`config.mk`:
```
export PLATFORM = sky130hd
export DESIGN_NAME = qrs_sqrt_cell
export DESIGN_NICKNAME = d
export VERILOG_FILES = /design/src/rtl/qrs_pkg.sv /design/src/rtl/qrs_sqrt_cell.sv
export SDC_FILE = /design/constraint.sdc
export NUM_CORES = 1
export LEC_CHECK = 0
export BUFFER_PORTS_ARGS = -buffer_cell sky130_fd_sc_hd__buf_2
export CELL_PAD_IN_SITES_DETAIL_PLACEMENT = 0
export CELL_PAD_IN_SITES_GLOBAL_PLACEMENT = 1
export CORE_ASPECT_RATIO = 0.7
export CORE_MARGIN = 2
export CORE_UTILIZATION = 35
export CTS_BUF_LIST = sky130_fd_sc_hd__clkbuf_2
export DETAILED_ROUTE_END_ITERATION = 7
export PLACE_DENSITY_LB_ADDON = 0.2
export SYNTH_ARGS = -nofsm -noshare
export SYNTH_HDL_FRONTEND = slang
export SYNTH_SLANG_ARGS = --single-unit
export TNS_END_PERCENT = 1
```
`constraint.sdc`:
```
create_clock -name clk -period 5 [get_ports clk]
set_clock_uncertainty 0.15 [all_clocks]
set_input_delay 1 -clock clk [delete_from_list [all_inputs] [get_ports clk]]
set_output_delay 1 -clock clk [all_outputs]
set_load 0.05 [all_outputs]
```
`src/rtl/qrs_pkg.sv`:
```
package qrs_pkg;

  localparam int DW         = 32;
  localparam int TOL_W      = 16;
  localparam int SQ_CELLS   = 34;
  localparam int SQ_ROOT_W  = 34;
  localparam int SQ_REM_W   = 66;
  localparam int SQ_TRIAL_W = 68;
  localparam int DV_CELLS   = 51;
  localparam int DV_NUM_W   = 51;
  localparam int DV_DEN_W   = 33;

  localparam logic [1:0] CNT_NONE = 2'd0;
  localparam logic [1:0] CNT_ONE  = 2'd1;
  localparam logic [1:0] CNT_TWO  = 2'd2;
  localparam logic [1:0] CNT_INF  = 2'd3;

  typedef enum logic [2:0] {
    KIND_NONE,
    KIND_INF,
    KIND_LIN,
    KIND_ONE,
    KIND_TWO
  } kind_t;

  typedef struct packed {
    kind_t                 kind;
    logic signed [DW-1:0]  a;
    logic signed [DW-1:0]  b;
    logic signed [DW-1:0]  c;
  } sq_ctx_t;

  typedef struct packed {
    kind_t kind;
    logic  neg_x;
    logic  neg_y;
  } dv_ctx_t;

endpackage

```
`src/rtl/qrs_sqrt_cell.sv`:
```
module qrs_sqrt_cell import qrs_pkg::*; #(
  parameter int BIT = 0
) (
  input  logic                  clk,
  input  logic                  rst_n,
  input  logic                  in_valid,
  input  logic [SQ_REM_W-1:0]   in_rem,
  input  logic [SQ_ROOT_W-1:0]  in_root,
  input  sq_ctx_t               in_ctx,
  output logic                  out_valid,
  output logic [SQ_REM_W-1:0]   out_rem,
  output logic [SQ_ROOT_W-1:0]  out_root,
  output sq_ctx_t               out_ctx
);

  logic                  valid_r;
  logic [SQ_REM_W-1:0]   rem_r, rem_nxt;
  logic [SQ_ROOT_W-1:0]  root_r, root_nxt;
  sq_ctx_t               ctx_r;
  logic [SQ_TRIAL_W-1:0] trial;
  logic                  take;

  // (root + 2^BIT)^2 - root^2 = root * 2^(BIT+1) + 2^(2*BIT)
  always_comb begin
    trial    = (SQ_TRIAL_W'(in_root) << (BIT + 1)) | (SQ_TRIAL_W'(1) << (2 * BIT));
    take     = trial <= SQ_TRIAL_W'(in_rem);
    rem_nxt  = take ? SQ_REM_W'(SQ_TRIAL_W'(in_rem) - trial) : in_rem;
    root_nxt = take ? (in_root | (SQ_ROOT_W'(1) << BIT)) : in_root;
  end

  always_ff @(posedge clk) begin
    if (!rst_n) begin
      valid_r <= 1'b0;
    end else begin
      valid_r <= in_valid;
    end
    rem_r  <= rem_nxt;
    root_r <= root_nxt;
    ctx_r  <= in_ctx;
  end

  assign out_valid = valid_r;
  assign out_rem   = rem_r;
  assign out_root  = root_r;
  assign out_ctx   = ctx_r;

endmodule

```
==> results by group <==
Floorplanning
  – Core area: around 21000 um2
  – Die ar.: 21900 um2
  – Row count: between 40 and 50
  – Die Width: 176 um
  – Ports: between 400 and 500
  – Effective utilization at floorplan: 0.353
  – Die H: 124 um

Layout
  – Post-route cell area: 10200 um2
  – Layout cell share with drive strength beyond 1: 0.384
  – Area delta synth->final: 40.8%
  – Register Area: 4000 um2
  – Fin nets: between 1000 and 1500
  – Final core occ: 0.497
  – Area taken by multi-input logic gates: between 2000 and 3000 um2
  – # diodes: 0
  – Fillcell total: 2027
  – Most frequent cells in the layout: buf_2, dfxtp_1, a21oi_1, nor2_1
  – Commonest non-fill, non-tap cell in the layout: buf_2

Placement
  – DP Worst Slack: 0.871 ns
  – DPL Wire Length: 19200 um
  – Count of input and output buffers: 401
  – GPL Wtd Cong: 0.838
  – Post-DP Area: 9540 um2

Clock network
  – Clock slew at reported path FFs: 0.30 ns
  – Clk buf depth: 2
  – CTS tree: yes
  – H-tree depth: 4
  – Number of buffers created by CTS: 17
  – CTS Sinks: 200
  – Postcts setup bufs: 0
  – CTS root buf: clkbuf_2

Timing
  – Hold Slack: 0.122 ns
  – Max-slew violations: 0
  – RSZ-0062 raised after global routing: false
  – Minimum clock period: 3.82 ns
  – Tcrit/Tclk final: 0.764
  – Final Hold Fails: 0
  – Fmax: ~260 MHz
  – Final setup margin: 1.18 ns
  – Setup TNS: 0 ns
  – Worst-margin pin slew: around 0.85 ns
  – Setup violations, final: 0
  – Relative slew slack: 0.429

Synth
  – Post-synth EDFFs: 0
  – Most used DFF post-synth: dfxtp_1
  – Ys Warns: 0
  – Net count after synthesis: 960
  – Sequential share of the synthesized area: 0.552
  – Compound-gate portion of the synthesized area: 0.118
  – Largest family of logic cells by synthesized area: simple AND/OR/NAND/NOR gates
  – Simple-gate share of the synthesized area: 0.146
  – Mean Syn Cell Area: roughly 10 um2
  – Post-Synthesis Cells: 722
  – Post-synthesis xor/xnor area fraction: 0.0761
  – Mapped Area: ~7200 um2
  – FF+latch count, synth: 200
  – Asr flop ratio synth: 0
  – Post-synthesis adder-cell area fraction: 0.0632
  – Yosys cell types: 55
  – Mux contribution to synthesized area: 0.00932

Drt
  – Final ANT Viol Nets: 0
  – Detailed Route Iter0 Violations: 326
  – DRC viols: 0
  – Routed WL per cell: 16.4 um
  – Drt total wl: 23900 um
  – Drt first pass iters: 5
  – Via count: roughly 6700
  – DR vias/cell: 4.59

Global routing
  – Remaining global-route overflow: 0
  – Antenna violations before repair: 0
  – Overall routing resource usage: 0.212
  – First-pass GRT wire length: 35500 um
  – Largest net degree at the start of global routing: 27
  – Vias in the first global route: ~6300

Setup path
  – Worst setup path class: in2reg
  – Cell Chain, Critical Path: dlygate4sd3_1 -> buf_2 -> inv_1 -> ha_1 -> nand2_1 -> nor2_1 -> nand4_1 -> a211oi_1 -> nor4_2 -> o21bai_4 -> buf_4 -> nand3_2 -> nor4_1 -> xor2_1
  – Crit Path Max Fanout: 26
  – CP peak stage delay: roughly 0.52 ns
  – Crit path max-delay cell type: dlygate4sd3_1
  – Crit path arrival time: 4.41 ns
  – CP Capture Type: flop
  – CP Launch Type: primary input
  – CP startpoint: in_root[19]
  – Worst path required time: ~5.6 ns

Worst hold path
  – Hold Path Class: in2reg
  – Hold_sp: in_ctx[9]

Pwr
  – Leak Pwr: 5.00 nW
  – Pwr dens: 359 nW/um2
  – VDD IR max: 0.254 mV

Run
  – Maxcap violations: 0

Status
  – Outcome: finished clean
area by class of cell:
type | count | share of cell area
well taps | 276 | 0.0338
clock buffers | 17 | 0.00834
inverters | 43 | 0.0158
repair buffers | 449 | 0.243
flip-flops and latches | 200 | 0.392
multi-input cells | 457 | 0.293
clock inverters | 15 | 0.0140
metal layers:
metal  up-vias  global-route usage  part of all wire
li1       3361                   -                 -
met1      3070               0.287              0.47
met2       234               0.332              0.46
met3        16              0.0598             0.067
met4         0              0.0559             0.012
met5         -                   0                 0
per-stage QoR:
| stage | std cells | total power, mW |
|---|---|---|
| after floorplan | 722 | 2.57 |
| after global placement | 1382 | 2.90 |
| after detailed placement | 1382 | 2.90 |
| after CTS | 1414 | 3.68 |
| after global routing | 1457 | 3.86 |
| final | 1457 | 3.67 |
where the power goes:
| part | total (mW) | internal (mW) | switching (mW) |
|---|---|---|---|
| combinational | 1.13 | 0.320 | 0.809 |
| sequential | 1.77 | 1.74 | 0.0318 |
| clock | 0.773 | 0.193 | 0.580 |
flip-flops by register name, indices dropped and copies added, names as in the netlist:
name / cells
out_ctx: 99
out_rem: 66
out_root: 34
out_valid: 1
synth_stat cells (all sizes together) (2+ instances only):
cell	instances	area [um2]
a21oi	72	360
nand4	17	106
o211ai	3	22.5
nand2b	4	25.0
clkbuf	15	56.3
and3	9	56.3
nor2	63	236
a31oi	6	37.5
nand2	41	156
nand3	15	80.1
or3	3	18.8
xor2	28	245
nor4	11	81.3
nor3	22	115
and2	3	18.8
o21ai	27	135
o21bai	7	63.8
dfxtp	200	4000
a21o	11	82.6
mux2	6	67.6
nor2b	9	56.3
or4	5	45.0
xnor2	35	307
ha	35	438
buf	7	37.5
a31o	2	17.5
inv	43	161
o21a	3	22.5
worst max-delay path, delay by kind of cell:
kind,cells,cell delay [ns]
AO/OA/AOI/OAI,2,0.51
AND/OR/NAND/NOR,6,1.37
buffers and inverters,4,0.98
adder cells (fa/ha/maj),1,0.38
XOR/XNOR,1,0.16
worst paths after layout:
path              cells past startpoint           to  slack [ns]
setup / recovery                     14  out_rem[52]        1.18
hold / removal                        1   out_ctx[9]        0.12
kinds of logic after synthesis:
kind of cell | Yosys count
flip-flops | 200
AO/OA/AOI/OAI | 144
AND/OR/NAND/NOR | 208
adder cells (fa/ha/maj) | 36
multiplexers | 6
buffers and inverters | 65
XOR/XNOR | 63
repair_timing:
item                      4_1_cts  5_1_grt
hold endpoints to repair        0       43
gates resized for setup         0        0
hold buffers                    0       43
Note: power is estimated with default switching activity, not from simulation.
