### config.mk
export PLATFORM = sky130hd
export DESIGN_NAME = qrs_div_cell
export DESIGN_NICKNAME = d
export VERILOG_FILES = /design/src/rtl/qrs_pkg.sv /design/src/rtl/qrs_div_cell.sv
export SDC_FILE = /design/constraint.sdc
export NUM_CORES = 1
export LEC_CHECK = 0
export BUFFER_PORTS_ARGS = -buffer_cell sky130_fd_sc_hd__buf_2
export CORE_AREA = 2 2 164 166
export CTS_BUF_LIST = sky130_fd_sc_hd__clkbuf_2
export DETAILED_ROUTE_END_ITERATION = 10
export DIE_AREA = 0 0 166 168
export HOLD_SLACK_MARGIN = 0.1
export PLACE_DENSITY = 0.72
export SETUP_SLACK_MARGIN = 0.3
export SLEW_MARGIN = 10
export SYNTH_ARGS = -nofsm -noshare
export SYNTH_HDL_FRONTEND = slang
export SYNTH_SLANG_ARGS = --single-unit
export TNS_END_PERCENT = 50
### constraint.sdc
create_clock -name clk -period 13 [get_ports clk]
set_input_delay 3.25 -clock clk [delete_from_list [all_inputs] [get_ports clk]]
set_output_delay 3.25 -clock clk [all_outputs]
set_load 0.005 [all_outputs]
### src/rtl/qrs_pkg.sv
package qrs_pkg;

  localparam int DW         = 32;
  localparam int TOL_W      = 16;
  localparam int SQ_CELLS   = 34;
  localparam int SQ_ROOT_W  = 34;
  localparam int SQ_REM_W   = 66;
  localparam int SQ_TRIAL_W = 68;
  localparam int DV_CELLS   = 51;
  localparam int DV_NUM_W   = 51;
  localparam int DV_DEN_W   = 33;

  localparam logic [1:0] CNT_NONE = 2'd0;
  localparam logic [1:0] CNT_ONE  = 2'd1;
  localparam logic [1:0] CNT_TWO  = 2'd2;
  localparam logic [1:0] CNT_INF  = 2'd3;

  typedef enum logic [2:0] {
    KIND_NONE,
    KIND_INF,
    KIND_LIN,
    KIND_ONE,
    KIND_TWO
  } kind_t;

  typedef struct packed {
    kind_t                 kind;
    logic signed [DW-1:0]  a;
    logic signed [DW-1:0]  b;
    logic signed [DW-1:0]  c;
  } sq_ctx_t;

  typedef struct packed {
    kind_t kind;
    logic  neg_x;
    logic  neg_y;
  } dv_ctx_t;

endpackage

### src/rtl/qrs_div_cell.sv
module qrs_div_cell import qrs_pkg::*; (
  input  logic                 clk,
  input  logic                 rst_n,
  input  logic                 in_valid,
  input  logic [DV_DEN_W-1:0]  in_den,
  input  logic [DV_NUM_W-1:0]  in_nq_x,
  input  logic [DV_DEN_W-1:0]  in_rem_x,
  input  logic [DV_NUM_W-1:0]  in_nq_y,
  input  logic [DV_DEN_W-1:0]  in_rem_y,
  input  dv_ctx_t              in_ctx,
  output logic                 out_valid,
  output logic [DV_DEN_W-1:0]  out_den,
  output logic [DV_NUM_W-1:0]  out_nq_x,
  output logic [DV_DEN_W-1:0]  out_rem_x,
  output logic [DV_NUM_W-1:0]  out_nq_y,
  output logic [DV_DEN_W-1:0]  out_rem_y,
  output dv_ctx_t              out_ctx
);

  logic                 valid_r;
  logic [DV_DEN_W-1:0]  den_r;
  logic [DV_NUM_W-1:0]  nq_x_r, nq_x_nxt, nq_y_r, nq_y_nxt;
  logic [DV_DEN_W-1:0]  rem_x_r, rem_x_nxt, rem_y_r, rem_y_nxt;
  dv_ctx_t              ctx_r;
  logic [DV_DEN_W:0]    den_ext, tx, ty;
  logic                 gx, gy;

  // bring down the next numerator bit; quotient bits shift in from the bottom
  always_comb begin
    den_ext   = {1'b0, in_den};
    tx        = {in_rem_x, in_nq_x[DV_NUM_W-1]};
    ty        = {in_rem_y, in_nq_y[DV_NUM_W-1]};
    gx        = tx >= den_ext;
    gy        = ty >= den_ext;
    rem_x_nxt = gx ? DV_DEN_W'(tx - den_ext) : tx[DV_DEN_W-1:0];
    rem_y_nxt = gy ? DV_DEN_W'(ty - den_ext) : ty[DV_DEN_W-1:0];
    nq_x_nxt  = {in_nq_x[DV_NUM_W-2:0], gx};
    nq_y_nxt  = {in_nq_y[DV_NUM_W-2:0], gy};
  end

  always_ff @(posedge clk) begin
    if (!rst_n) begin
      valid_r <= 1'b0;
    end else begin
      valid_r <= in_valid;
    end
    den_r   <= in_den;
    nq_x_r  <= nq_x_nxt;
    nq_y_r  <= nq_y_nxt;
    rem_x_r <= rem_x_nxt;
    rem_y_r <= rem_y_nxt;
    ctx_r   <= in_ctx;
  end

  assign out_valid = valid_r;
  assign out_den   = den_r;
  assign out_nq_x  = nq_x_r;
  assign out_rem_x = rem_x_r;
  assign out_nq_y  = nq_y_r;
  assign out_rem_y = rem_y_r;
  assign out_ctx   = ctx_r;

endmodule

==> results.ini, run 1 <==
[clocking]
cts_buffer_depth=3
htree_levels=2
ctsResizeCount=0
cts.sinks=207
cts_root_buf=clkbuf_2
path_clk_slew_ps=110
cts_made_buffers=55
postCtsSetupBuffers=0
hold_buffers=0
cts_tree=yes

[drt]
drc=0
ant_nets=0
route.vias.total=8402
drt-pass1-iter-count=5
via_per_inst=4.954
wl_microns=33990
drt-initial-drc-count=438
avgRoutedWirePerCell_microns=20.04

[pwr]
leakage_nw=6.023
powerDensity_mw_per_mm2=136.2
p_total_mw=1.601
ir_drop_v=0.00007082

[synthesis]
yosys.cell_types.count=69
syn_inst=858
netlist_area_sq_mm=0.008807
synth_warnings=0
synthArstFlopShare_pct=0
synth_top_area_cell=dfxtp_1
syn_area_per_cell_sq_um=10.26
synth_nets=1135
synth-seq-cells=207
synth_top_flop_cell=dfxtp_1
synthTopCellsByArea=dfxtp_1 47%, ha_1 9.4%, a21oi_1 3.2%
synth_edf_count=0
seq_area_frac_synth_pct=47.05
yosysTopAreaCellShare_pct=47.05

[timing]
tightest_slew_ps=753.7
final.setup.tns_ps=0
drv_slew=0
finalCritPeriodShare_pct=48.69
hold_violations=0
slew_headroom_pct=49.32
max_freq_ghz=0.1580
fin_crit_ps=6330
grt_setup_unrepaired=false
setup_viol=0
fin_hold_ws_ps=2465

[job]
maxCapViolCount=0

[grt]
grt_pass1_wl_microns=49580
grt_pass1_vias=8370
antenna_found_initial=8
grt.total_usage_pct=23.23
gr-total-overflow=0
grt_start_max_net_pins=28

[die]
coreArea_sq_mm=0.02635
dieWidth_microns=166
start_util_pct=33.42
ios=416
fp.dieArea_sq_mm=0.02789
die_h_microns=168
num_rows=60

[placed_design]
gp_congestion=0.8775
io_buffers=415
place_hpwl_microns=27670

[critical_path]
crit_top_cell=inv_1
critPathArrivalTime_ps=7040
crit_slowest_cell=a2111o_1
crit_start=in_nq_y[50]
crit_type=in2reg
path_delay_family=compound AO/OA/AOI/OAI gates
start_kind=primary input
worst_setup_path_end_kind=flip-flop
critPathRequiredTime_ps=13710
cp.depth=14
crit_chain=buf_2, inv_1, ha_1, inv_1, fa_1, a21o_1, a221oi_2, o221ai_2, a2111o_1, a211oi_2, o31a_4, o21a_1, inv_6, mux2_1
critPathMaxFanout=27
cp_num_buf_inv=4
worst_path_largest_cell_delay_ps=510

[worst_hold_path]
hp-start=in_nq_y[32]
whs_endpoint=out_nq_y[33]$_DFF_P_
hold_path_depth=1
hold_class=in2reg

[cells_and_area]
nFillCells=2689
drive_gt1_share_pct=40.19
layout.nets=1586
synthToLayoutAreaGrowth_pct=33.47

[run_status]
status=finished, final reports clean

[cell usage after synthesis, types with 17 or more instances]
library cell	number
a21o_1	37
a21oi_1	57
inv_1	58
mux2_4	19
ha_1	66
clkbuf_1	17
mux2_1	22
nor3_1	17
o21ai_0	34
nand2_1	40
nand3_1	17
nor2_1	48
xnor2_1	32
dfxtp_1	207
[cell type report]
| class | count | area (sq um) | area share [%] |
|---|---|---|---|
| antenna | 4 | 10.01 | 0.08515 |
| clock buffer | 75 | 375.4 | 3.193 |
| clock inverter | 24 | 156.4 | 1.330 |
| inverter | 60 | 230.2 | 1.958 |
| multi-input combinational | 568 | 4320 | 36.75 |
| sequential | 207 | 4144 | 35.25 |
| tap | 341 | 426.7 | 3.630 |
| timing repair buffer | 417 | 2092 | 17.80 |
[layer usage]
metal	vias to the layer above	GRT usage (%)	share of wire (%)
li1	4013	-	-
met1	3914	26.15	40
met2	393	41.37	49
met3	74	7.334	7.7
met4	8	8.280	3.0
met5	-	0	0.16
[report_power, final]
| part | switching [mW] | internal, mW | leakage, nW |
|---|---|---|---|
| registers | 0.0197 | 0.701 | 1.75 |
| logic | 0.208 | 0.182 | 3.89 |
| clock network | 0.289 | 0.201 | 0.390 |
[worst max-delay path by stage]
stage | to | slack [ps]
2_1_floorplan | out_rem_y[10]$_DFF_P_ | 6590
3_3_place_gp | out_rem_y[8]$_DFF_P_ | 5970
4_1_cts | out_rem_y[8]$_DFF_P_ | 6750
6_report | out_rem_y[8]$_DFF_P_ | 6670
5_1_grt | out_rem_y[25]$_DFF_P_ | 6490
3_5_place_dp | out_rem_y[6]$_DFF_P_ | 5810
[state kept, by name (all words and copies together), names as in the netlist]
name       cells
out_nq_x      51
out_rem_y     33
out_nq_y      51
out_den       33
out_ctx        5
out_valid      1
out_rem_x     33
[logic make-up after synthesis]
| group | synth area share, % |
|---|---|
| compound gates | 17.23 |
| xor+xnor | 4.674 |
| flops | 47.05 |
| fa+ha+maj | 9.831 |
| buf+inv | 3.892 |
| simple gates | 10.14 |
| mux | 7.174 |
[through the flow]
stage / cell area (sq um) / setup WS, ps / utilization [%] / cells
floorplan: 8807 / 6590 / - / 858
global placement: 11210 / 5974 / 42.55 / 1593
detailed placement: 11210 / 5812 / 42.55 / 1593
CTS: 11750 / 6745 / 44.57 / 1692
global route: 11750 / 6489 / 44.58 / 1693
finish: 11760 / 6670 / 44.61 / 1696
[layout by cell type, fill, tap and decap left out, types with 3 or more instances in the layout]
cell        n
or3_1       3
inv_6       3
o21a_1     13
clkinv_2    3
nor3_1     17
a21boi_0    5
o211ai_1   10
xnor2_1    32
nor2_1     48
nand3_1    17
xor2_1     15
nor4_1      3
clkinv_1   16
mux2_4     19
diode_2     4
mux2_2      7
clkbuf_2   75
nor2b_1     6
and2_1      3
buf_2     415
inv_1      58
nand4_1    13
dfxtp_1   207
nand2_1    40
a21oi_1    57
o21bai_1    5
or2_2       5
o31a_1      3
a21o_1     37
and3_1     10
a31oi_1     7
o21ai_0    34
a211oi_1    7
mux2_1     22
o31ai_1    12
ha_1       66
a31o_2      4
Note: power is estimated with default switching activity, not from simulation.
==> run 2, diff against run 1 <==
--- a/config.mk
+++ b/config.mk
@@ -6,12 +6,12 @@
 export NUM_CORES = 1
 export LEC_CHECK = 0
 export BUFFER_PORTS_ARGS = -buffer_cell sky130_fd_sc_hd__buf_2
-export CORE_AREA = 2 2 164 166
+export CORE_AREA = 2 2 161 163
 export CTS_BUF_LIST = sky130_fd_sc_hd__clkbuf_2
 export DETAILED_ROUTE_END_ITERATION = 10
-export DIE_AREA = 0 0 166 168
+export DIE_AREA = 0 0 163 165
 export HOLD_SLACK_MARGIN = 0.1
-export PLACE_DENSITY = 0.72
+export PLACE_DENSITY = 0.74
 export SETUP_SLACK_MARGIN = 0.3
 export SLEW_MARGIN = 10
 export SYNTH_ARGS = -nofsm -noshare
==> constraint.sdc (replaced) <==
create_clock -name clk -period 5.85 [get_ports clk]
set_input_delay 1.4625 -clock clk [delete_from_list [all_inputs] [get_ports clk]]
set_output_delay 1.4625 -clock clk [all_outputs]
set_load 0.005 [all_outputs]
==> run 2 against run 1 <==
  * Utilization increased by 2.3 points
  * First-iteration DRC count increased by 12%
  * Combinational power increased by 120%
  * Via count about the same
  * Worst setup slack got worse by 5100 ps
  * Flip-flop and latch count unchanged
  * Wire length increased by 1.1%
  * Cell count decreased by 0.12%
  * Non-clock buffer count increased by 1
  * Count of clock-buffer cells in the layout decreased by 2
  * Global-route usage increased by 1.1 points
  * Die area decreased by 3.6%
  * Critical path type unchanged
  * Largest cell class unchanged
==> results.ini, run 2 (synthesis gave the netlist of run 1 again) <==
[placed_design]
gp_congestion=0.8978
place_area_sq_mm=0.01121
dp.cells=1583
io_buffers=415
pre_cts_slack_ps=783.2
place_hpwl_microns=28120

[cells_and_area]
layout_common_cells=415 x buf_2, 207 x dfxtp_1, 73 x clkbuf_2, 66 x ha_1, 58 x inv_1
final_util_pct=46.94
design_area_sq_mm=0.01175
layout_commonest_cell=buf_2
synthToLayoutAreaGrowth_pct=33.43
stdcell_count=1694
layout.nets=1589
drive_gt1_share_pct=39.88

[drt]
avgRoutedWirePerCell_microns=20.28
drt-pass1-iter-count=4
drt-initial-drc-count=489
drc=0
ant_nets=0
via_per_inst=4.962
route.vias.total=8405
wl_microns=34360

[clocking]
hold_buffers=0
cts_root_buf=clkbuf_2
ctsResizeCount=0
path_clk_slew_ps=120
cts_buffer_depth=3
htree_levels=2
cts.sinks=207
cts_made_buffers=57
postCtsSetupBuffers=0
cts_tree=yes

[die]
num_rows=58
start_util_pct=35.18
coreArea_sq_mm=0.02504
ios=416
dieWidth_microns=163
fp.dieArea_sq_mm=0.02690
die_h_microns=165

[pwr]
p_total_mw=3.531
ir_drop_v=0.0001587
leakage_nw=6.023
powerDensity_mw_per_mm2=300.5

[run_status]
status=finished, final reports clean

[timing]
setup_viol=0
drv_slew=0
grt_setup_unrepaired=false
finalCritPeriodShare_pct=72.55
fin_hold_ws_ps=689.2
slew_headroom_pct=48.26
fin_ws_ps=1606
tightest_slew_ps=769.1
max_freq_ghz=0.2356
hold_violations=0
final.setup.tns_ps=0
fin_crit_ps=4244

[critical_path]
worst_setup_path_end_kind=flip-flop
critPathRequiredTime_ps=6590
critPathMaxFanout=25
critPathArrivalTime_ps=4980
start_kind=primary input
crit_type=in2reg

[job]
maxCapViolCount=0

[grt]
met2_usage_pct=42.72
top_usage_layer=met2
met3_usage_pct=7.911
use_met1_pct=27.87
antenna_found_initial=11
grt_pass1_vias=8219
gr-total-overflow=0
grt_pass1_wl_microns=49050
grt.total_usage_pct=24.35
grt_start_max_net_pins=28

[worst_hold_path]
hold_class=in2reg

[run 2: power breakdown]
group | switching [mW] | leakage [nW] | internal [mW]
registers | 0.0426 | 1.75 | 1.56
logic | 0.463 | 3.89 | 0.405
clock network | 0.660 | 0.385 | 0.402
[run 2: worst paths after layout]
path                  slack, ps   startpoint               endpoint  cells past startpoint
worst min-delay path        690  in_nq_y[48]   out_nq_y[49]$_DFF_P_                      1
worst max-delay path       1610  in_nq_x[50]  out_rem_x[23]$_DFF_P_                     14
[run 2: worst max-delay path: stages]
cell and delay, ps:
buf_2 100, inv_1 60, ha_1 160, inv_1 60, fa_1 430, a211oi_1 220, nor2_1 110, o211ai_1 380
a211oi_1 190, o2111a_1 300, o31a_1 390, nor2_4 320, inv_2 340, mux2_1 410
[run 2: cell type report]
class / count / area (sq um)
sequential: 207 / 4144
multi-input combinational: 568 / 4320
tap: 330 / 412.9
inverter: 60 / 230.2
antenna: 5 / 12.51
clock buffer: 73 / 365.4
fill: 2464 / 13290
timing repair buffer: 418 / 2100
clock inverter: 33 / 166.4
[run 2: layer usage]
metal,share of wire (%),vias up
li1,-,4030
met1,40,3914
met2,49,384
met3,8.4,67
met4,2.7,10
met5,0.20,-
